File: src/rtl/dlps_pkg.sv
// ----------------------------------------------------------------------------
// dlps_pkg
// Shared types, step codes and the gain table function of the stereo
// delay-line pitch shifter.
// ----------------------------------------------------------------------------
package dlps_pkg;

  // Default sizes of the delay lines and the raised-cosine gain table.
  localparam int DELAY_DEPTH_DEF = 8192;
  localparam int COS_DEPTH_DEF   = 1024;

  // Fixed-point constants: pi and one in Q30.
  localparam logic [63:0] PI_Q30  = 64'd3373259426;
  localparam logic [63:0] ONE_Q30 = 64'd1073741824;

  // Configuration register indexes.
  localparam logic CFG_RATE  = 1'b0;
  localparam logic CFG_RATIO = 1'b1;

  // Lane step codes.
  localparam logic [2:0] OP_NONE = 3'd0;
  localparam logic [2:0] OP_LDA  = 3'd1;
  localparam logic [2:0] OP_TAP1 = 3'd2;
  localparam logic [2:0] OP_TAP2 = 3'd3;
  localparam logic [2:0] OP_MUL1 = 3'd4;
  localparam logic [2:0] OP_MUL2 = 3'd5;
  localparam logic [2:0] OP_FIN  = 3'd6;

  // Control from the sequencer to each channel lane.
  typedef struct packed {
    logic       wr_en;
    logic       rd_ok;
    logic [2:0] op;
  } lane_ctrl_t;

  // Gain table entry: sin(x)^2 in Q15, with x in Q30 and the sine taken by
  // a nested Taylor series. Evaluated at elaboration only.
  function automatic logic [15:0] gain_fn(input logic [63:0] x);
    logic [63:0] x2;
    logic [63:0] t;
    logic [63:0] s;
    logic [63:0] ss;
    begin
      x2 = (x * x) >> 30;
      t  = ONE_Q30;
      t  = ONE_Q30 - ((x2 * t) >> 30) / 64'd110;
      t  = ONE_Q30 - ((x2 * t) >> 30) / 64'd72;
      t  = ONE_Q30 - ((x2 * t) >> 30) / 64'd42;
      t  = ONE_Q30 - ((x2 * t) >> 30) / 64'd20;
      t  = ONE_Q30 - ((x2 * t) >> 30) / 64'd6;
      s  = {32'd0, 32'((x * t) >> 30)};
      ss = (s * s) >> 45;
      return ss[15:0];
    end
  endfunction

endpackage

File: src/rtl/dlps_div.sv
// ----------------------------------------------------------------------------
// dlps_div
// Restoring unsigned divider, one quotient bit per cycle.
// ----------------------------------------------------------------------------
module dlps_div #(
  parameter int DVD_W = 34,
  parameter int DVS_W = 20
) (
  input  logic             clk,
  input  logic             rst_n,
  input  logic             start,
  input  logic [DVD_W-1:0] dividend,
  input  logic [DVS_W-1:0] divisor,
  output logic             done,
  output logic [DVD_W-1:0] quotient
);

  localparam int CW = $clog2(DVD_W);

  logic             run_r, run_nxt;
  logic             done_r, done_nxt;
  logic [CW-1:0]    cnt_r, cnt_nxt;
  logic [DVD_W-1:0] q_r, q_nxt;
  logic [DVS_W-1:0] rem_r, rem_nxt;
  logic [DVS_W-1:0] dvs_r, dvs_nxt;
  logic [DVS_W:0]   shifted;
  logic             fits;

  // One restoring step: shift in the next dividend bit and try to subtract.
  always_comb begin
    shifted = {rem_r, q_r[DVD_W-1]};
    fits    = shifted >= {1'b0, dvs_r};
  end

  always_comb begin
    run_nxt  = run_r;
    done_nxt = 1'b0;
    cnt_nxt  = cnt_r;
    q_nxt    = q_r;
    rem_nxt  = rem_r;
    dvs_nxt  = dvs_r;
    if (start) begin
      run_nxt = 1'b1;
      cnt_nxt = '0;
      q_nxt   = dividend;
      rem_nxt = '0;
      dvs_nxt = divisor;
    end else if (run_r) begin
      q_nxt   = {q_r[DVD_W-2:0], fits};
      rem_nxt = fits ? DVS_W'(shifted - {1'b0, dvs_r}) : shifted[DVS_W-1:0];
      cnt_nxt = cnt_r + CW'(1);
      if (cnt_r == CW'(DVD_W - 1)) begin
        run_nxt  = 1'b0;
        done_nxt = 1'b1;
      end
    end
  end

  always_ff @(posedge clk) begin
    if (!rst_n) begin
      run_r  <= 1'b0;
      done_r <= 1'b0;
      cnt_r  <= '0;
    end else begin
      run_r  <= run_nxt;
      done_r <= done_nxt;
      cnt_r  <= cnt_nxt;
    end
  end

  always_ff @(posedge clk) begin
    q_r   <= q_nxt;
    rem_r <= rem_nxt;
    dvs_r <= dvs_nxt;
  end

  assign done     = done_r;
  assign quotient = q_r;

endmodule

File: src/rtl/dlps_cfg.sv
// ----------------------------------------------------------------------------
// dlps_cfg
// Configuration registers. Derives the grain window from the sample rate
// by a reciprocal multiplication, and the per-sample phase step from the
// ratio and the window by a serial division.
// ----------------------------------------------------------------------------
module dlps_cfg #(
  parameter int DELAY_DEPTH = 8192,
  parameter int WIN_W       = 20
) (
  input  logic             clk,
  input  logic             rst_n,
  input  logic             cfg_we,
  input  logic             cfg_index,
  input  logic [17:0]      cfg_wdata,
  output logic [WIN_W-1:0] window,
  output logic [23:0]      delta,
  output logic             busy
);
  import dlps_pkg::*;

  localparam int MAX_WIN = DELAY_DEPTH * 1152 / 10;
  localparam int DVD_W   = 34;
  localparam int NUM_W   = 29;

  // rate * 11776 / 1000 equals rate * 1472 / 125; the division by 125 is a
  // multiplication by ceil(2^36 / 125) and a shift by 36, exact for any
  // numerator below 2^29.
  localparam logic [29:0] RECIP_125 = 30'd549755814;

  localparam logic [2:0] CS_IDLE = 3'd0;
  localparam logic [2:0] CS_WSET = 3'd1;
  localparam logic [2:0] CS_WDIV = 3'd2;
  localparam logic [2:0] CS_DSET = 3'd3;
  localparam logic [2:0] CS_DDIV = 3'd4;

  logic [2:0]       state_r, state_nxt;
  logic [17:0]      rate_r;
  logic [15:0]      ratio_r;
  logic [WIN_W-1:0] window_r, window_nxt;
  logic [23:0]      delta_r, delta_nxt;
  logic [NUM_W-1:0] num_r, num_nxt;
  logic             div_start;
  logic [DVD_W-1:0] div_dvd;
  logic [WIN_W-1:0] div_dvs;
  logic             div_done;
  logic [DVD_W-1:0] div_q;
  logic             ratio_neg;
  logic [15:0]      ratio_mag;
  logic [NUM_W-1:0] rate_num;
  logic [NUM_W+29:0] wprod;
  logic [22:0]      wq;

  dlps_div #(
    .DVD_W (DVD_W),
    .DVS_W (WIN_W)
  ) u_div (
    .clk      (clk),
    .rst_n    (rst_n),
    .start    (div_start),
    .dividend (div_dvd),
    .divisor  (div_dvs),
    .done     (div_done),
    .quotient (div_q)
  );

  // Register writes land at once; derived values are then rebuilt.
  always_ff @(posedge clk) begin
    if (!rst_n) begin
      rate_r  <= 18'd48000;
      ratio_r <= 16'd16384;
    end else if (cfg_we) begin
      if (cfg_index == CFG_RATE) begin
        rate_r <= cfg_wdata;
      end else begin
        ratio_r <= cfg_wdata[15:0];
      end
    end
  end

  // Operands of the window product and the step division.
  always_comb begin
    ratio_neg = ratio_r > 16'd16384;
    ratio_mag = ratio_neg ? (ratio_r - 16'd16384) : (16'd16384 - ratio_r);
    rate_num  = NUM_W'(rate_r) * NUM_W'(1472);
    wprod     = (NUM_W+30)'(num_r) * (NUM_W+30)'(RECIP_125);
    wq        = wprod[NUM_W+29:36];
  end

  // Sequencer: window = rate * 11776 / 1000, clamped, then step = |ratio - 16384| * 2^18 / window.
  always_comb begin
    state_nxt  = state_r;
    window_nxt = window_r;
    delta_nxt  = delta_r;
    num_nxt    = num_r;
    div_start  = 1'b0;
    div_dvd    = {ratio_mag, 18'd0};
    div_dvs    = window_r;
    case (state_r)
      CS_IDLE: begin
      end
      CS_WSET: begin
        num_nxt   = rate_num;
        state_nxt = CS_WDIV;
      end
      CS_WDIV: begin
        if (wq > 23'(MAX_WIN)) begin
          window_nxt = WIN_W'(MAX_WIN);
        end else if (wq < 23'(256)) begin
          window_nxt = WIN_W'(256);
        end else begin
          window_nxt = WIN_W'(wq);
        end
        state_nxt = CS_DSET;
      end
      CS_DSET: begin
        div_start = 1'b1;
        state_nxt = CS_DDIV;
      end
      CS_DDIV: begin
        if (div_done) begin
          delta_nxt = ratio_neg ? (24'd0 - div_q[23:0]) : div_q[23:0];
          state_nxt = CS_IDLE;
        end
      end
      default: begin
        state_nxt = CS_IDLE;
      end
    endcase
    if (cfg_we) begin
      state_nxt = CS_WSET;
    end
  end

  always_ff @(posedge clk) begin
    if (!rst_n) begin
      state_r <= CS_WSET;
    end else begin
      state_r <= state_nxt;
    end
  end

  always_ff @(posedge clk) begin
    window_r <= window_nxt;
    delta_r  <= delta_nxt;
    num_r    <= num_nxt;
  end

  assign window = window_r;
  assign delta  = delta_r;
  assign busy   = state_r != CS_IDLE;

  // A settled window always lies between one sample and the clamp.
  a_win_range: assert property (@(posedge clk) disable iff (!rst_n)
    (state_r == CS_IDLE) |-> (window_r >= WIN_W'(256) && window_r <= WIN_W'(MAX_WIN)))
    else $error("window out of range while idle");

  // Every register write restarts the derivation.
  a_restart: assert property (@(posedge clk) disable iff (!rst_n)
    cfg_we |=> (state_r == CS_WSET))
    else $error("config write did not restart derivation");

endmodule

File: config.mk
export PLATFORM = sky130hd
export DESIGN_NAME = dlps_cfg
export DESIGN_NICKNAME = d
export VERILOG_FILES = /design/src/rtl/dlps_pkg.sv /design/src/rtl/dlps_div.sv /design/src/rtl/dlps_cfg.sv
export SDC_FILE = /design/constraint.sdc
export NUM_CORES = 1
export LEC_CHECK = 0
export ABC_AREA = 1
export BUFFER_PORTS_ARGS = -buffer_cell sky130_fd_sc_hd__buf_4
export CORE_UTILIZATION = 28
export CTS_CLUSTER_DIAMETER = 100
export CTS_CLUSTER_SIZE = 40
export DETAILED_ROUTE_END_ITERATION = 10
export GPL_TIMING_DRIVEN = 0
export PLACE_DENSITY = 0.41
export SETUP_SLACK_MARGIN = 0.2
export SLEW_MARGIN = 30
export SYNTH_ARGS = -nofsm -noshare
export SYNTH_HDL_FRONTEND = slang
export SYNTH_HIERARCHICAL = 1
export SYNTH_SLANG_ARGS = --single-unit
File: constraint.sdc
create_clock -name clk -period 8.34 [get_ports clk]
set_clock_uncertainty 0.15 [all_clocks]
set_input_delay 0.834 -clock clk [delete_from_list [all_inputs] [get_ports clk]]
set_output_delay 0.834 -clock clk [all_outputs]
set_load 0.1 [all_outputs]
==> impl_metrics.env <==
export IMPL_yosysMostFrequentCell="inv_1"
export IMPL_antenna_cells=0
export IMPL_postCtsSetupBuffers=0
export IMPL_hold_violations=0
export IMPL_multi_input_area_sq_mm=0.0152
export IMPL_required_ns=8.38
export IMPL_finalSetupTns_ns=0
export IMPL_gp_congestion=0.857
export IMPL_postSynth_asyncResetShare_pct=0
export IMPL_final_antenna_net_count=0
export IMPL_route_detailed_drc=0
export IMPL_relSlewSlack_pct=43.7
export IMPL_nFillCells=9057
export IMPL_start_util_pct=28.2
export IMPL_final_util_pct=31.3
export IMPL_htreeDepth=4
export IMPL_core_region_area_sq_mm=0.0820
export IMPL_overflow=0
export IMPL_cts_root_buf="clkbuf_16"
export IMPL_synth_main_ff_cell="edfxtp_1"
export IMPL_syn_cell_area_sq_mm=0.0231
export IMPL_grt_pass1_wl_um=103000
export IMPL_grt_pass1_vias=18166
export IMPL_period_share_pct=90.5
export IMPL_vias_per_cell=4.22
export IMPL_antenna_found_initial=0
export IMPL_worstMarginPinSlew_ns=0.840
export IMPL_path_clk_slew_ns=0.07
export IMPL_synth_common_cells="757 x inv_1, 745 x nand2_1, 329 x ha_1"
export IMPL_dieArea_sq_mm=0.0838
export IMPL_synth_edff_count=121
export IMPL_fmax_mhz=132
export IMPL_dp_cells=4123
export IMPL_hpwlAfterDp_um=57500
export IMPL_drive_above_1_share_pct=5.96
export IMPL_fp_row_count=105
export IMPL_hold_ws_ns=0.321
export IMPL_synth_avg_cell_area_sq_um=7.80
export IMPL_synth_seq_cells=186
export IMPL_outcome="complete, no violations"
export IMPL_yosysUniqueCellTypes=50
export IMPL_fin_crit_ns=7.55
export IMPL_worst_ep_arrival_time_ns=7.59
export IMPL_cpMostUsedCell="fa_1"
export IMPL_postSynthCellCount=2966
export IMPL_rsz0062_at_grt="no"
export IMPL_worstSkewPairLatency_ns=0.46
export IMPL_slew_violations=0
export IMPL_cp_slowest_cell="edfxtp_1"
export IMPL_area_growth_pct=11.0
export IMPL_worstHoldPathType="reg -> reg"
export IMPL_grt_usage_pct=16.3
export IMPL_yosys_mux_area_fraction_pct=0
export IMPL_synth_area_leaders="fa_1 19%, ha_1 18%, edfxtp_1 16%, inv_1 12%, nand2_1 12%"
export IMPL_end_kind="flop"
export IMPL_numCtsBuffers=17
export IMPL_grt_start_max_net_pins=44
export IMPL_pin_count=67
export IMPL_synth_compound_area_share_pct=4.42
export IMPL_start_kind="flop"
export IMPL_clockBufferDepth=2
export IMPL_nets=3645
export IMPL_drt_first_iter_violations=634
export IMPL_post_cts_resize_count=0
export IMPL_drt_wl_total_um=65800
export IMPL_ctsHoldBuffers=0
export IMPL_ff_latch_area_sq_mm=0.00493
export IMPL_clkSinkCount=186
export IMPL_cts_tree="yes"
export IMPL_max_cap_violations=0
export IMPL_synthXorXnorAreaFrac_pct=2.65
export IMPL_critPathMaxStageDelay_ns=0.66
export IMPL_die_w_um=289
export IMPL_yosys_area_share_simple_pct=21.4
export IMPL_setup_viol=0
export IMPL_yosysTopAreaCellShare_pct=19.2
export IMPL_io_buffers=66
export IMPL_yosysWarnings=6
export IMPL_fin_cells=4155
export IMPL_ys_seq_area_share_pct=21.3
export IMPL_critPathKind="reg -> reg"
export IMPL_vias=17548
export IMPL_die_y_um=289
export IMPL_path_max_fanout=8
export IMPL_detail_route_first_pass_iterations=5
export IMPL_synthAdderAreaFrac_pct=37.0
export IMPL_yosysTopAreaCell="fa_1"
export IMPL_post_drt_wl_per_cell_um=15.8
export IMPL_synth_top_family_by_area="adder cells"
-- cells by family after synthesis --
| family | after synthesis |
|---|---|
| and+or+nand+nor | 1175 |
| buffers and inverters | 799 |
| adders and majority gates | 551 |
| DFF | 186 |
| AOI/OAI and AO/OA | 184 |
| xor gates and xnor gates | 70 |
| other | 1 |
-- placed cells by master (no fill, tap or decap), drive strengths merged, types with 2 or more instances in the layout --
master,count
nor4,4
nor2,214
buf,83
o211ai,11
a21o,3
clkinv,15
conb,18
nand3,115
ha,329
nand3b,17
o21ai,62
inv,767
o21a,3
nand2,761
edfxtp,121
fa,222
clkbuf,35
xor2,44
nor3,34
o21bai,6
xnor2,26
o31ai,2
a31oi,4
nand4,18
a21oi,86
and2,3
or2,7
a21boi,2
dfxtp,65
-- registers in the layout, summed over array words and instances, names as in the netlist --
register	cells
u_div/dvs_r	20
delta	24
state_r	3
rate_r	18
window	20
u_div/rem_r	20
num_r	23
u_div/run_r	1
u_div/cnt_r	6
u_div/done	1
ratio_r	16
u_div/quotient	34
-- metrics by stage --
| stage | instance area, sq um | worst slack [ns] |
|---|---|---|
| 4_1_cts | 25700 | 0.758 |
| 6_report | 25700 | 0.793 |
| 3_3_place_gp | 25000 | 0.745 |
| 2_1_floorplan | 23200 | 1.78 |
| 3_5_place_dp | 25100 | 0.741 |
| 5_1_grt | 25700 | 0.283 |
-- routing by layer --
layer / up-vias / GRT usage, % / routed length, um
met5: - / 0 / 0
met4: 0 / 4.55 / 1470
met3: 57 / 1.61 / 961
met2: 132 / 27.7 / 31300
met1: 8138 / 21.8 / 32100
li1: 9221 / - / -
-- worst max-delay path: cells and delay by family, from the launching register on --
family / cells / cell delay, ns
buffers and inverters: 6 / 0.62
flip-flops: 1 / 0.66
adder cells (fa/ha/maj): 8 / 3.98
AND/OR/NAND/NOR: 14 / 1.84
-- area by class of cell --
cell class / instances / share of cell area (%)
repair buffers: 70 / 2.12
clock buffers: 18 / 1.75
flip-flops and latches: 186 / 19.2
inverters: 769 / 11.2
multi-input cells: 1998 / 59.2
well taps: 1070 / 5.21
clock inverters: 14 / 0.531
plain buffers: 30 / 0.682
-- path summary, 6_finish.rpt --
check | start | end | slack, ns | cells after the start
setup / recovery | num_r[18] | window[0] | 0.79 | 28
hold reg to reg | u_div/rem_r[13] | u_div/rem_r[13] | 0.32 | 2
setup reg to reg | num_r[18] | window[0] | 0.79 | 28
hold / removal | u_div/rem_r[13] | u_div/rem_r[13] | 0.32 | 2
Power is left out: the tool's default activity adds up to more than one toggle a clock period on the data nets, which glitch-free logic cannot reach.
